[src/hdl/epd_pkg.sv]
// ----------------------------------------------------------------------------
// epd_pkg
// Constants, codes and shared types of the event packet deframer.
// ----------------------------------------------------------------------------
package epd_pkg;

    localparam int LATE_CHANNELS  = 8;
    localparam int EARLY_CHANNELS = 8;
    localparam int PACKET_BYTES   = 74;

    localparam int LATE_SAMPLES  = 2 * LATE_CHANNELS;
    localparam int EARLY_SAMPLES = 2 * EARLY_CHANNELS;

    localparam logic [31:0] SYNC_RESET = 32'h8FC7_CDDC;

    // Byte positions inside the packet.
    localparam logic [7:0] HEADER_BYTES = 8'd4;
    localparam logic [7:0] EVNUM_IDX    = 8'd7;
    localparam logic [7:0] COUNT_IDX    = 8'd8;
    localparam logic [7:0] MODE_IDX     = 8'd9;
    localparam logic [7:0] SAMPLE_IDX   = 8'd10;
    localparam logic [7:0] IDX_MAX      = 8'hFF;

    localparam int QUEUE_DEPTH = 4;
    localparam int QUEUE_AW    = $clog2(QUEUE_DEPTH);

    typedef enum logic [2:0] {
        KIND_EVENT_NUM  = 3'd0,
        KIND_COUNT      = 3'd1,
        KIND_MODES      = 3'd2,
        KIND_LATE_LOW   = 3'd3,
        KIND_LATE_HIGH  = 3'd4,
        KIND_EARLY_LOW  = 3'd5,
        KIND_EARLY_HIGH = 3'd6,
        KIND_STATUS     = 3'd7
    } t_epd_kind;

    typedef enum logic [1:0] {
        ST_OK     = 2'd0,
        ST_LENGTH = 2'd1,
        ST_HEADER = 2'd2
    } t_epd_status;

    // One queue entry: an optional field result and an optional closing status.
    typedef struct packed {
        logic        has_field;
        t_epd_kind   kind;
        logic [7:0]  channel;
        logic [31:0] value;
        logic [7:0]  modes;
        logic        has_status;
        t_epd_status status;
    } t_epd_cmd;

    typedef struct packed {
        logic full;
        logic empty;
    } t_epd_qstat;

endpackage

[src/hdl/epd_if.sv]
// ----------------------------------------------------------------------------
// epd_if
// Valid/ready channels of the deframer: byte input, result output, config.
// ----------------------------------------------------------------------------
interface epd_in_if;
    logic       valid;
    logic       ready;
    logic [7:0] data_byte;
    logic       last_byte;

    modport source (output valid, output data_byte, output last_byte, input ready);
    modport sink (input valid, input data_byte, input last_byte, output ready);
endinterface

interface epd_out_if;
    logic        valid;
    logic        ready;
    logic [2:0]  kind;
    logic [7:0]  channel;
    logic [31:0] value;
    logic [2:0]  trigger_mode;
    logic [2:0]  setup_mode;
    logic        trigger_two;
    logic        trigger_one;
    logic        external_in;
    logic [1:0]  status;
    logic        end_of_packet;

    modport source (
        output valid, output kind, output channel, output value,
        output trigger_mode, output setup_mode, output trigger_two,
        output trigger_one, output external_in, output status,
        output end_of_packet, input ready
    );
    modport sink (
        input valid, input kind, input channel, input value,
        input trigger_mode, input setup_mode, input trigger_two,
        input trigger_one, input external_in, input status,
        input end_of_packet, output ready
    );
endinterface

interface epd_cfg_if;
    logic        valid;
    logic        ready;
    logic [31:0] sync_word;

    modport source (output valid, output sync_word, input ready);
    modport sink (input valid, input sync_word, output ready);
endinterface

[src/hdl/epd_front.sv]
// ----------------------------------------------------------------------------
// epd_front
// Framing front end: tracks the byte position, checks the sync word and
// classifies each byte into a queue entry.
// ----------------------------------------------------------------------------
module epd_front (
    input  logic              i_clk,
    input  logic              i_rst_n,
    epd_in_if.sink            i_in,
    epd_cfg_if.sink           i_cfg,
    input  logic              i_queue_full,
    output logic              o_push,
    output epd_pkg::t_epd_cmd o_cmd
);
    import epd_pkg::*;

    logic [31:0] r_sync_word;
    logic [7:0]  r_byte_index;
    logic        r_header_good;
    logic [23:0] r_word_assembly;

    logic [7:0]  n_byte_index;
    logic        n_header_good;
    logic [23:0] n_word_assembly;

    logic        accept;
    logic [7:0]  idx;
    logic [7:0]  b;
    logic [7:0]  expect_byte;
    logic [7:0]  sample_off;
    logic [7:0]  s;
    logic [7:0]  e;
    t_epd_cmd    cmd;

    assign i_in.ready  = !i_queue_full;
    assign i_cfg.ready = 1'b1;
    assign accept      = i_in.valid && i_in.ready;
    assign idx         = r_byte_index;
    assign b           = i_in.data_byte;
    assign sample_off  = idx - SAMPLE_IDX;
    assign s           = {1'b0, sample_off[7:1]};
    assign e           = s - 8'(LATE_SAMPLES);

    always_comb begin
        unique case (idx[1:0])
            2'd0: expect_byte = r_sync_word[31:24];
            2'd1: expect_byte = r_sync_word[23:16];
            2'd2: expect_byte = r_sync_word[15:8];
            2'd3: expect_byte = r_sync_word[7:0];
        endcase
    end

    always_comb begin
        n_header_good = r_header_good;
        if (idx < HEADER_BYTES && b != expect_byte) begin
            n_header_good = 1'b0;
        end
    end

    always_comb begin
        cmd            = '0;
        cmd.kind       = KIND_STATUS;
        cmd.status     = ST_OK;
        if (idx >= HEADER_BYTES && idx != IDX_MAX && r_header_good) begin
            priority if (idx == EVNUM_IDX) begin
                cmd.has_field = 1'b1;
                cmd.kind      = KIND_EVENT_NUM;
                cmd.value     = {r_word_assembly, b};
            end else if (idx == COUNT_IDX) begin
                cmd.has_field = 1'b1;
                cmd.kind      = KIND_COUNT;
                cmd.value     = {24'd0, b};
            end else if (idx == MODE_IDX) begin
                cmd.has_field = 1'b1;
                cmd.kind      = KIND_MODES;
                cmd.modes     = b;
            end else if (idx >= SAMPLE_IDX && sample_off[0]) begin
                // Sample completes on its low byte; the high byte is the newest
                // byte held in the assembly register.
                if (s < 8'(LATE_SAMPLES)) begin
                    cmd.has_field = 1'b1;
                    cmd.kind      = s[0] ? KIND_LATE_HIGH : KIND_LATE_LOW;
                    cmd.channel   = {1'b0, s[7:1]};
                    cmd.value     = {16'd0, r_word_assembly[7:0], b};
                end else if (e < 8'(EARLY_SAMPLES)) begin
                    cmd.has_field = 1'b1;
                    cmd.kind      = e[0] ? KIND_EARLY_HIGH : KIND_EARLY_LOW;
                    cmd.channel   = {1'b0, e[7:1]};
                    cmd.value     = {16'd0, r_word_assembly[7:0], b};
                end
            end
        end
        if (i_in.last_byte) begin
            cmd.has_status = 1'b1;
            priority if (idx == IDX_MAX || idx != 8'(PACKET_BYTES - 1)) begin
                cmd.status = ST_LENGTH;
            end else if (!n_header_good) begin
                cmd.status = ST_HEADER;
            end else begin
                cmd.status = ST_OK;
            end
        end
    end

    assign o_cmd  = cmd;
    assign o_push = accept && (cmd.has_field || cmd.has_status);

    always_comb begin
        n_byte_index    = r_byte_index;
        n_word_assembly = r_word_assembly;
        if (accept) begin
            if (i_in.last_byte) begin
                n_byte_index    = '0;
                n_word_assembly = '0;
            end else begin
                n_byte_index    = (r_byte_index == IDX_MAX) ? IDX_MAX : r_byte_index + 8'd1;
                n_word_assembly = {r_word_assembly[15:0], b};
            end
        end
    end

    always_ff @(posedge i_clk) begin
        if (!i_rst_n) begin
            r_sync_word     <= SYNC_RESET;
            r_byte_index    <= '0;
            r_header_good   <= 1'b1;
            r_word_assembly <= '0;
        end else begin
            if (i_cfg.valid && i_cfg.ready) begin
                r_sync_word <= i_cfg.sync_word;
            end
            r_byte_index    <= n_byte_index;
            r_word_assembly <= n_word_assembly;
            if (accept) begin
                r_header_good <= i_in.last_byte ? 1'b1 : n_header_good;
            end
        end
    end

endmodule

[src/hdl/epd_queue.sv]
// ----------------------------------------------------------------------------
// epd_queue
// Short first-in first-out queue of classified entries between the front
// end and the result sequencer.
// ----------------------------------------------------------------------------
module epd_queue (
    input  logic                i_clk,
    input  logic                i_rst_n,
    input  logic                i_push,
    input  epd_pkg::t_epd_cmd   i_cmd,
    input  logic                i_pop,
    output epd_pkg::t_epd_cmd   o_cmd,
    output epd_pkg::t_epd_qstat o_stat
);
    import epd_pkg::*;

    t_epd_cmd            r_mem [QUEUE_DEPTH];
    logic [QUEUE_AW-1:0] r_wr_ptr;
    logic [QUEUE_AW-1:0] r_rd_ptr;
    logic [QUEUE_AW:0]   r_count;

    logic [QUEUE_AW-1:0] n_wr_ptr;
    logic [QUEUE_AW-1:0] n_rd_ptr;
    logic [QUEUE_AW:0]   n_count;
    logic                do_push;
    logic                do_pop;

    assign o_stat.full  = (r_count == (QUEUE_AW+1)'(QUEUE_DEPTH));
    assign o_stat.empty = (r_count == '0);
    assign do_push      = i_push && !o_stat.full;
    assign do_pop       = i_pop && !o_stat.empty;
    assign o_cmd        = r_mem[r_rd_ptr];

    always_comb begin
        n_wr_ptr = r_wr_ptr;
        n_rd_ptr = r_rd_ptr;
        n_count  = r_count;
        if (do_push) begin
            n_wr_ptr = (r_wr_ptr == QUEUE_AW'(QUEUE_DEPTH - 1)) ? '0 : r_wr_ptr + 1'b1;
        end
        if (do_pop) begin
            n_rd_ptr = (r_rd_ptr == QUEUE_AW'(QUEUE_DEPTH - 1)) ? '0 : r_rd_ptr + 1'b1;
        end
        if (do_push && !do_pop) begin
            n_count = r_count + 1'b1;
        end else if (do_pop && !do_push) begin
            n_count = r_count - 1'b1;
        end
    end

    always_ff @(posedge i_clk) begin
        if (do_push) begin
            r_mem[r_wr_ptr] <= i_cmd;
        end
    end

    always_ff @(posedge i_clk) begin
        if (!i_rst_n) begin
            r_wr_ptr <= '0;
            r_rd_ptr <= '0;
            r_count  <= '0;
        end else begin
            r_wr_ptr <= n_wr_ptr;
            r_rd_ptr <= n_rd_ptr;
            r_count  <= n_count;
        end
    end

endmodule

[src/hdl/epd_back.sv]
// ----------------------------------------------------------------------------
// epd_back
// Result sequencer: turns each queue entry into one or two result
// transactions through a registered output stage.
// ----------------------------------------------------------------------------
module epd_back (
    input  logic                i_clk,
    input  logic                i_rst_n,
    input  epd_pkg::t_epd_cmd   i_cmd,
    input  epd_pkg::t_epd_qstat i_stat,
    output logic                o_pop,
    epd_out_if.source           o_out
);
    import epd_pkg::*;

    logic        r_valid;
    logic        r_pend;
    t_epd_status r_pend_status;
    t_epd_kind   r_kind;
    logic [7:0]  r_channel;
    logic [31:0] r_value;
    logic [7:0]  r_modes;
    t_epd_status r_status;
    logic        r_eop;

    logic        n_valid;
    logic        n_pend;
    t_epd_status n_pend_status;
    t_epd_kind   n_kind;
    logic [7:0]  n_channel;
    logic [31:0] n_value;
    logic [7:0]  n_modes;
    t_epd_status n_status;
    logic        n_eop;

    logic        out_free;

    assign out_free = !r_valid || o_out.ready;

    always_comb begin
        n_valid       = r_valid;
        n_pend        = r_pend;
        n_pend_status = r_pend_status;
        n_kind        = r_kind;
        n_channel     = r_channel;
        n_value       = r_value;
        n_modes       = r_modes;
        n_status      = r_status;
        n_eop         = r_eop;
        o_pop         = 1'b0;
        if (out_free) begin
            priority if (r_pend) begin
                // Status left over from an entry whose field went out first.
                n_valid   = 1'b1;
                n_pend    = 1'b0;
                n_kind    = KIND_STATUS;
                n_channel = '0;
                n_value   = '0;
                n_modes   = '0;
                n_status  = r_pend_status;
                n_eop     = 1'b1;
            end else if (!i_stat.empty) begin
                o_pop   = 1'b1;
                n_valid = 1'b1;
                if (i_cmd.has_field) begin
                    n_kind        = i_cmd.kind;
                    n_channel     = i_cmd.channel;
                    n_value       = i_cmd.value;
                    n_modes       = i_cmd.modes;
                    n_status      = ST_OK;
                    n_eop         = 1'b0;
                    n_pend        = i_cmd.has_status;
                    n_pend_status = i_cmd.status;
                end else begin
                    n_kind    = KIND_STATUS;
                    n_channel = '0;
                    n_value   = '0;
                    n_modes   = '0;
                    n_status  = i_cmd.status;
                    n_eop     = 1'b1;
                end
            end else begin
                n_valid = 1'b0;
            end
        end
    end

    always_ff @(posedge i_clk) begin
        if (!i_rst_n) begin
            r_valid <= 1'b0;
            r_pend  <= 1'b0;
        end else begin
            r_valid <= n_valid;
            r_pend  <= n_pend;
        end
    end

    always_ff @(posedge i_clk) begin
        r_pend_status <= n_pend_status;
        r_kind        <= n_kind;
        r_channel     <= n_channel;
        r_value       <= n_value;
        r_modes       <= n_modes;
        r_status      <= n_status;
        r_eop         <= n_eop;
    end

    assign o_out.valid         = r_valid;
    assign o_out.kind          = r_kind;
    assign o_out.channel       = r_channel;
    assign o_out.value         = r_value;
    assign o_out.trigger_mode  = r_modes[7:5];
    assign o_out.setup_mode    = r_modes[5:3];
    assign o_out.trigger_two   = r_modes[2];
    assign o_out.trigger_one   = r_modes[1];
    assign o_out.external_in   = r_modes[0];
    assign o_out.status        = r_status;
    assign o_out.end_of_packet = r_eop;

endmodule

[src/hdl/event_packet_deframer_core.sv]
// A field result is queued at the accepting edge, then registered in the output stage.
// One byte per cycle while the queue has room; a last byte that ends a field gives two results.
// The four-entry queue between front end and sequencer absorbs those two-result bytes.
// Reset (i_rst_n low at a clock edge) restores the default sync word, restarts framing
// at byte zero and empties the queue and the output register.
// ----------------------------------------------------------------------------
// event_packet_deframer_core
// Byte-serial deframer for detector event packets with a checked sync word.
// ----------------------------------------------------------------------------
module event_packet_deframer_core (
    input  logic       i_clk,
    input  logic       i_rst_n,
    epd_in_if.sink     i_in,
    epd_cfg_if.sink    i_cfg,
    epd_out_if.source  o_out
);
    import epd_pkg::*;

    // The front end accepts a byte whenever the queue has room. It tracks the
    // byte position, compares the four header bytes against the programmed
    // sync word and assembles multi-byte fields. Each byte that completes a
    // field, or that closes the packet, becomes one queue entry; all other
    // bytes only update the framing state.
    logic       push;
    logic       pop;
    t_epd_cmd   front_cmd;
    t_epd_cmd   head_cmd;
    t_epd_qstat queue_stat;

    epd_front u_front (
        .i_clk        (i_clk),
        .i_rst_n      (i_rst_n),
        .i_in         (i_in),
        .i_cfg        (i_cfg),
        .i_queue_full (queue_stat.full),
        .o_push       (push),
        .o_cmd        (front_cmd)
    );

    // The queue decouples the byte side from the result side, so a stalled
    // consumer does not stop input until the queue fills up.
    epd_queue u_queue (
        .i_clk   (i_clk),
        .i_rst_n (i_rst_n),
        .i_push  (push),
        .i_cmd   (front_cmd),
        .i_pop   (pop),
        .o_cmd   (head_cmd),
        .o_stat  (queue_stat)
    );

    // The sequencer drives the registered output. An entry that holds both a
    // field and a status sends the field first and the status on the next
    // transaction, with end_of_packet set only on the status.
    epd_back u_back (
        .i_clk   (i_clk),
        .i_rst_n (i_rst_n),
        .i_cmd   (head_cmd),
        .i_stat  (queue_stat),
        .o_pop   (pop),
        .o_out   (o_out)
    );

endmodule

[src/flat_wrapper.sv]
// flat-port wrapper written by rule: the top's interface ports become plain ports
module event_packet_deframer_core_flat import epd_pkg::*;
  (i_clk, i_rst_n, i_in_valid, i_in_data_byte, i_in_last_byte, i_in_ready, i_cfg_valid, i_cfg_sync_word, i_cfg_ready, o_out_valid, o_out_kind, o_out_channel, o_out_value, o_out_trigger_mode, o_out_setup_mode, o_out_trigger_two, o_out_trigger_one, o_out_external_in, o_out_status, o_out_end_of_packet, o_out_ready);
  epd_in_if i_in_i ();
  epd_cfg_if i_cfg_i ();
  epd_out_if o_out_i ();
  input  logic i_clk;
  input  logic i_rst_n;
  input wire logic [$bits(i_in_i.valid)-1:0] i_in_valid;
  input wire logic [$bits(i_in_i.data_byte)-1:0] i_in_data_byte;
  input wire logic [$bits(i_in_i.last_byte)-1:0] i_in_last_byte;
  output wire logic [$bits(i_in_i.ready)-1:0] i_in_ready;
  input wire logic [$bits(i_cfg_i.valid)-1:0] i_cfg_valid;
  input wire logic [$bits(i_cfg_i.sync_word)-1:0] i_cfg_sync_word;
  output wire logic [$bits(i_cfg_i.ready)-1:0] i_cfg_ready;
  output wire logic [$bits(o_out_i.valid)-1:0] o_out_valid;
  output wire logic [$bits(o_out_i.kind)-1:0] o_out_kind;
  output wire logic [$bits(o_out_i.channel)-1:0] o_out_channel;
  output wire logic [$bits(o_out_i.value)-1:0] o_out_value;
  output wire logic [$bits(o_out_i.trigger_mode)-1:0] o_out_trigger_mode;
  output wire logic [$bits(o_out_i.setup_mode)-1:0] o_out_setup_mode;
  output wire logic [$bits(o_out_i.trigger_two)-1:0] o_out_trigger_two;
  output wire logic [$bits(o_out_i.trigger_one)-1:0] o_out_trigger_one;
  output wire logic [$bits(o_out_i.external_in)-1:0] o_out_external_in;
  output wire logic [$bits(o_out_i.status)-1:0] o_out_status;
  output wire logic [$bits(o_out_i.end_of_packet)-1:0] o_out_end_of_packet;
  input wire logic [$bits(o_out_i.ready)-1:0] o_out_ready;
  assign i_in_i.valid = i_in_valid;
  assign i_in_i.data_byte = i_in_data_byte;
  assign i_in_i.last_byte = i_in_last_byte;
  assign i_in_ready = i_in_i.ready;
  assign i_cfg_i.valid = i_cfg_valid;
  assign i_cfg_i.sync_word = i_cfg_sync_word;
  assign i_cfg_ready = i_cfg_i.ready;
  assign o_out_valid = o_out_i.valid;
  assign o_out_kind = o_out_i.kind;
  assign o_out_channel = o_out_i.channel;
  assign o_out_value = o_out_i.value;
  assign o_out_trigger_mode = o_out_i.trigger_mode;
  assign o_out_setup_mode = o_out_i.setup_mode;
  assign o_out_trigger_two = o_out_i.trigger_two;
  assign o_out_trigger_one = o_out_i.trigger_one;
  assign o_out_external_in = o_out_i.external_in;
  assign o_out_status = o_out_i.status;
  assign o_out_end_of_packet = o_out_i.end_of_packet;
  assign o_out_i.ready = o_out_ready;
  event_packet_deframer_core u_core (.i_clk(i_clk), .i_rst_n(i_rst_n), .i_in(i_in_i), .i_cfg(i_cfg_i), .o_out(o_out_i));
endmodule
[config.mk]
export PLATFORM = sky130hd
export DESIGN_NAME = event_packet_deframer_core_flat
export DESIGN_NICKNAME = d
export VERILOG_FILES = /design/src/hdl/epd_pkg.sv /design/src/hdl/epd_if.sv /design/src/hdl/epd_front.sv /design/src/hdl/epd_queue.sv /design/src/hdl/epd_back.sv /design/src/hdl/event_packet_deframer_core.sv /design/src/flat_wrapper.sv
export SDC_FILE = /design/constraint.sdc
export NUM_CORES = 1
export LEC_CHECK = 0
export BUFFER_PORTS_ARGS = -buffer_cell sky130_fd_sc_hd__buf_2
export CAP_MARGIN = 15
export CORE_AREA = 2 2 171 173
export DETAILED_ROUTE_END_ITERATION = 16
export DIE_AREA = 0 0 173 175
export MAX_ROUTING_LAYER = met4
export PLACE_DENSITY = 0.67
export SLEW_MARGIN = 40
export SYNTH_ARGS = -nofsm -noshare
export SYNTH_HDL_FRONTEND = slang
export SYNTH_SLANG_ARGS = --single-unit
[constraint.sdc]
create_clock -name i_clk -period 4.45 [get_ports i_clk]
set_input_delay 0.2225 -clock i_clk [delete_from_list [all_inputs] [get_ports i_clk]]
set_output_delay 0.2225 -clock i_clk [all_outputs]
set_load 0.02 [all_outputs]
Yosys cells after proc, flatten, opt, wreduce, memory -nomap -nowiden
Memories as Yosys holds them, arrays and structs flattened. A register that Yosys moved wholly into a read port is not among the register bits. Cells that the tools add are included.

Register bits after elaboration: 130. Memories: 1. Output and inout port bits: 58. Word-level logic and storage cells: 122. Bits in writable memories: 220.

Magnitude comparators: 5. Reduce and logical (&&, ||, !) cells: 23. Equal/unequal tests: 14. Mux-type cells: 54. $add $sub $neg: 7. Bitwise logic cells: 2.

Memory list: u_core.u_queue.r_mem (words 4, bits a word 55, rd ports 1, clocked after memory_dff 1, write ports 1, RTL line epd_queue.sv:17) `t_epd_cmd r_mem [QUEUE_DEPTH];`.

Operators by type and width (count): 44-bit two-way mux (3); 32-bit two-way mux (4); 8-bit two-way mux (11); 52-bit two-way mux (1); 40-bit two-way mux (1); 8-bit case mux with 4 select lines (1); 24-bit two-way mux (1); 2-bit two-way mux (10); 3-bit two-way mux (6); 8-bit by 4-bit equality test with 1-bit output, second input constant (2); 1-bit two-way mux (13); 4-bit two-way mux (3); 1-bit logical AND (10); 8-bit by 1-bit adder with 8-bit output, second input constant (1); 2-bit equality test, second input constant (4); 8-bit by 3-bit equality test with 1-bit output, second input constant (1); 8-bit equality test, second input constant (1); 8-bit by 3-bit >= comparator with 1-bit output, second input constant (1); 8-bit by 4-bit >= comparator with 1-bit output, second input constant (1); 8-bit by 3-bit < comparator with 1-bit output, second input constant (1); 8-bit by 5-bit < comparator with 1-bit output, second input constant (1); 8-bit by 7-bit inequality test with 1-bit output, second input constant (1); 8-bit inequality test (1); 8-bit inequality test, second input constant (1); other kinds (17) (25).

Logic depth before layout (Yosys ltp)
Word-level depth: 17. Depth in mapped cells: 13.

Cells and area by module
From an unflattened synthesis, not the netlist that was laid out.

Cells, all modules: 925. Area, all modules: 14470.1 sq um.

By module, submodules not included: epd_queue (area each 8485.6 sq um, times used 1, cells each 338); epd_front (area each 3787.4 sq um, times used 1, cells each 455); epd_back (area each 2197.1 sq um, times used 1, cells each 132).

Least setup slack after synthesis
OpenSTA, ideal clock, no wires.

Path kind: reg-to-reg. Start point: reg u_core.u_front.r_byte_index[1] (netlist: u_core.u_front.idx[1]). End point: mem u_core.u_queue.r_mem[3][0] (netlist name), enable pin. Arrival: 3139 ps. Buffers on the path: 1. Path slack: 894 ps. Period minus slack after synthesis: 3556 ps. Setup time: 417 ps. Stages on the path, launching flop included: 9. Cells stage by stage: dfxtp_1 inv_1 ha_1 clkbuf_1 nand3b_1 nor4_2 nor3_1 a221oi_4 and2_1.

Longest elaborated chain between the ends: 15.

RTL lines: start: declaration (RTL line epd_front.sv:18) `logic [7:0] r_byte_index;`; start signal: assignment (RTL line epd_front.sv:132) `r_byte_index <= n_byte_index;`; 8-bit by 4-bit subtractor with 8-bit output (RTL line epd_front.sv:40) `assign sample_off = idx - SAMPLE_IDX;`; 7-bit by 5-bit subtractor with 8-bit output (RTL line epd_front.sv:42) `assign e = s - 8'(LATE_SAMPLES);`; 8-bit by 5-bit < comparator with 1-bit output (RTL line epd_front.sv:85) `end else if (e < 8'(EARLY_SAMPLES)) begin`; 44-bit two-way mux (RTL line epd_front.sv:85); 44-bit two-way mux (RTL line epd_front.sv:80) `if (s < 8'(LATE_SAMPLES)) begin`; 44-bit two-way mux (RTL line epd_front.sv:77) `end else if (idx >= SAMPLE_IDX && sample_off[0]) begin`; 4-bit two-way mux (RTL line epd_front.sv:73) `end else if (idx == MODE_IDX) begin`; 4-bit two-way mux (RTL line epd_front.sv:69) `end else if (idx == COUNT_IDX) begin`; 4-bit two-way mux (RTL line epd_front.sv:65) `priority if (idx == EVNUM_IDX) begin`; 52-bit two-way mux * (RTL line epd_front.sv:64) `if (idx >= HEADER_BYTES && idx != IDX_MAX && r_header_good) begin`; 1-bit logical OR * (RTL line epd_front.sv:106) `assign o_push = accept && (cmd.has_field || cmd.has_status);`; 1-bit logical AND * (RTL line epd_front.sv:106); 1-bit logical AND * (RTL line epd_queue.sv:30) `assign do_push = i_push && !o_stat.full;`; named net u_core.u_queue.do_push (RTL line epd_queue.sv:25) `logic do_push;`; 1-bit two-way mux * (RTL line epd_queue.sv:52) `if (do_push) begin`; 1-bit two-way mux (not written as such) * (RTL line epd_queue.sv:53) `r_mem[r_wr_ptr] <= i_cmd;`; end: declaration (RTL line epd_queue.sv:17).

Mark *: on every way through the listed nets, which the timed path passes. The rest lies on a longest branch.

Worst setup path after layout
Start point: reg u_core.u_front.r_byte_index[1] (netlist: u_core.u_front.idx[1]). End point: reg u_core.u_queue.r_count[2].

Longest elaborated chain between the ends: 16.

RTL lines: 8-bit by 4-bit subtractor with 8-bit output (RTL line epd_front.sv:40); 7-bit by 5-bit subtractor with 8-bit output (RTL line epd_front.sv:42); 8-bit by 5-bit < comparator with 1-bit output (RTL line epd_front.sv:85); 44-bit two-way mux (RTL line epd_front.sv:85); 44-bit two-way mux (RTL line epd_front.sv:80); 44-bit two-way mux (RTL line epd_front.sv:77); 4-bit two-way mux (RTL line epd_front.sv:73); 4-bit two-way mux (RTL line epd_front.sv:69); 4-bit two-way mux (RTL line epd_front.sv:65); 52-bit two-way mux * (RTL line epd_front.sv:64); 1-bit logical OR * (RTL line epd_front.sv:106); 1-bit logical AND * (RTL line epd_front.sv:106); 1-bit logical AND * (RTL line epd_queue.sv:30); named net u_core.u_queue.do_push (RTL line epd_queue.sv:25); 1-bit logical NOT (RTL line epd_queue.sv:46) `end else if (do_pop && !do_push) begin`; 1-bit logical AND (RTL line epd_queue.sv:46); 2-bit nonzero test (no line); end signal: assignment (RTL line epd_queue.sv:65) `r_count <= n_count;`; end: declaration (RTL line epd_queue.sv:20) `logic [QUEUE_AW:0] r_count;`.

Marked as above. A chain may end at the register's enable or synchronous reset.

==> qor.yml <==
clock_tree:
  postCtsSetupRepairBufs: 0
  cts_buffer_depth: 3
  htreeDepth: 2
  ctsHoldBuffers: 32
  path_clk_slew_ps: 60
  cts-buffers-inserted: 35
  clk_latency_ps: 510
  tritoncts: "built"
  cts_resized: 0
  cts-root-buf: "clkbuf_16"
  cts.sinks: 347
synthesis:
  synthesis.area_um2: 13990
  ys_types: 61
  synth-edff-count: 271
  synth-seq-cells: 347
  syn_inst: 908
  ys_seq_area_share_pct: 69.03
  ys_warn_count: 0
  yosys_most_used_dff: "edfxtp_1"
  async_flop_share_pct: 0
  avgSynthCellArea_um2: 15.41
layout:
  multiInputGateArea_um2: 4041
  finish.utilization_pct: 57.48
  drive_gt1_share_pct: 23.05
  syn_to_final_growth_pct: 16.63
  layout.cells.non_filler: 1447
  fill_cells: 2254
  register_area_um2: 9664
  antenna_cells: 0
  stdcell_area_um2: 16320
  nets: 1099
global_routing:
  grt_max_degree: 55
  grt_pass1_vias: 7970
  grt_pass1_wl_mm: 43.32
  grt_antenna_before_repair: 0
  gr-total-overflow: 0
  grtUsageTotal_pct: 18.82
sta:
  fin_skew_ps: 12.16
  maxSlewViolCount: 0
  rsz0062_at_grt: "false"
  setup_viol_count_final: 0
  setup_tns_ps: 0
  maxSlewHeadroom_pct: 43.91
  fmax_mhz: 277.7
  worst_pin_slew_ps: 841.3
  finalCritPeriodShare_pct: 80.91
  period_needed_ps: 3601
  hold_viol: 0
power:
  p_leak_nw: 5.830
  total_power_w: 0.008837
  powerDensity_nw_per_um2: 541.5
  vdd_ir_drop_max_uv: 291.0
placement:
  dp_cells: 1351
  placed_area_um2: 14920
  portBuffers: 101
  hpwlAfterDp_mm: 16.42
  gp_congestion: 0.8406
die:
  num_rows: 62
  core_area_um2: 28390
  io_pins: 104
  start_util_pct: 49.28
  die_w_um: 173
  die_area_um2: 30280
  die_height_um: 175
min_path:
  hold_class: "in -> reg"
setup_path:
  path_cells: "inv_1 > ha_1 > nand3b_1 > nor4_2 > nor3_1 > a221oi_4 > ha_1 > inv_1 > fa_1 > xor2_1 > or3_1 > a21oi_1"
  cp-start-kind: "register"
  criticalPathCategory: "reg -> reg"
  cp.required_ps: 4880
  critical_path_arrival_ps: 4030
  cp_slowest_cell: "a221oi_4"
  cp_max_fo: 9
  worst_setup_path_end_kind: "register"
  max_stage_delay_ps: 440
route:
  dr_total_vias: 7846
  routed_via_density: 5.422
  postRouteWirelength_mm: 27.21
  antenna_left: 0
  drt-initial-drc-count: 646
  wire_per_inst_um: 18.80
  first_pass_iters: 5
  drc: 0
status:
  outcome: "finished, final reports clean"
run:
  maxCapViolations: 0
[flip-flops by register name (all words and copies together), names as in the netlist, 3 cells and up, named ones only]
| name | cells |
|---|---|
| u_core.u_back.o_out.channel | 7 |
| u_core.u_back.o_out.kind | 3 |
| u_core.u_back.o_out.value | 32 |
| u_core.u_back.r_modes | 8 |
| u_core.u_front.idx | 8 |
| u_core.u_front.r_sync_word | 32 |
| u_core.u_front.r_word_assembly | 24 |
| u_core.u_queue.r_count | 3 |
| u_core.u_queue.r_mem | 216 |
[power by group]
part	leakage, nW	switching (W)	internal [W]
logic	2.22	0.00116	0.000802
registers	3.08	0.000160	0.00397
clock network	0.533	0.00116	0.00158
total	5.83	0.00248	0.00636
[cells in the final DEF (no fill, tap or decap), types with 32 or more instances in the layout]
cell type | netlist | layout
mux4_2 | 54 | 54
mux2i_1 | 39 | 39
clkbuf_16 | 0 | 36
dfxtp_1 | 76 | 74
buf_2 | 11 | 100
dlygate4sd3_1 | 0 | 32
and3_1 | 41 | 41
nor2_1 | 66 | 65
edfxtp_1 | 271 | 271
a21oi_1 | 39 | 39
nand2_1 | 42 | 42
nor2b_1 | 51 | 51
[metal layers]
metal / GRT usage, % / wire, µm / up-vias
li1: - / - / 3690
met1: 24.44 / 12030 / 3922
met2: 31.02 / 13340 / 192
met3: 3.024 / 1234 / 42
met4: 5.332 / 607 / 0
met5: - / 0 / -
[cells in the mapped netlist, types with 20 or more instances]
master	count	area share (%)
a21oi_1	39	1.4
dfxtp_1	76	11
nand2_1	42	1.1
edfxtp_1	271	58
mux2i_1	39	2.8
clkbuf_1	40	1.1
nor2b_1	51	2.3
nor2_1	66	1.8
mux4_2	54	8.7
inv_1	20	0.54
and3_1	41	1.8
[cell families (layout without fill, tap and decap cells)]
kind of cell | Yosys count | in the layout | synth area share, %
other | 2 | 6 | 0.05367
AO/OA/AOI/OAI | 97 | 97 | 4.883
AND/OR/NAND/NOR | 260 | 260 | 9.792
flip-flops | 347 | 347 | 69.03
XOR/XNOR | 12 | 12 | 0.7511
buffers and inverters | 79 | 230 | 2.352
adder cells (fa/ha/maj) | 17 | 17 | 1.574
multiplexers | 94 | 94 | 11.56
[through the flow]
step                worst slack, ps  hold WS, ps
finish                        849.4        42.22
global route                  505.1        59.64
floorplan                     893.8        321.4
global placement              665.6        437.1
detailed placement            870.0        446.2
CTS                           845.8        32.90
[final timing paths]
| check | slack, ps | to | startpoint | cells past startpoint |
|---|---|---|---|---|
| max | 850 | u_core.u_queue.r_count[2] | u_core.u_front.idx[1] | 12 |
| min | 40 | u_core.u_back.o_out.valid | o_out_ready | 4 |
| max reg2reg | 850 | u_core.u_queue.r_count[2] | u_core.u_front.idx[1] | 12 |
| min reg2reg | 470 | u_core.u_front.r_word_assembly[16] | u_core.u_front.r_word_assembly[16] | 2 |
[critical path, delay by kind of cell (launching register included)]
| family | cells | cell delay, ps |
|---|---|---|
| simple gates | 4 | 990 |
| fa+ha+maj | 3 | 1100 |
| buf+inv | 2 | 280 |
| xor+xnor | 1 | 180 |
| compound gates | 2 | 580 |
| flops | 1 | 390 |
[cell type report]
cell class,instances,share of cell area [%]
flip-flops and latches,347,59.22
multi-input cells,486,24.76
clock buffers,51,6.172
repair buffers,146,5.980
well taps,384,2.944
clock inverters,13,0.4600
inverters,20,0.4600
Note: power is estimated with default switching activity, not from simulation.
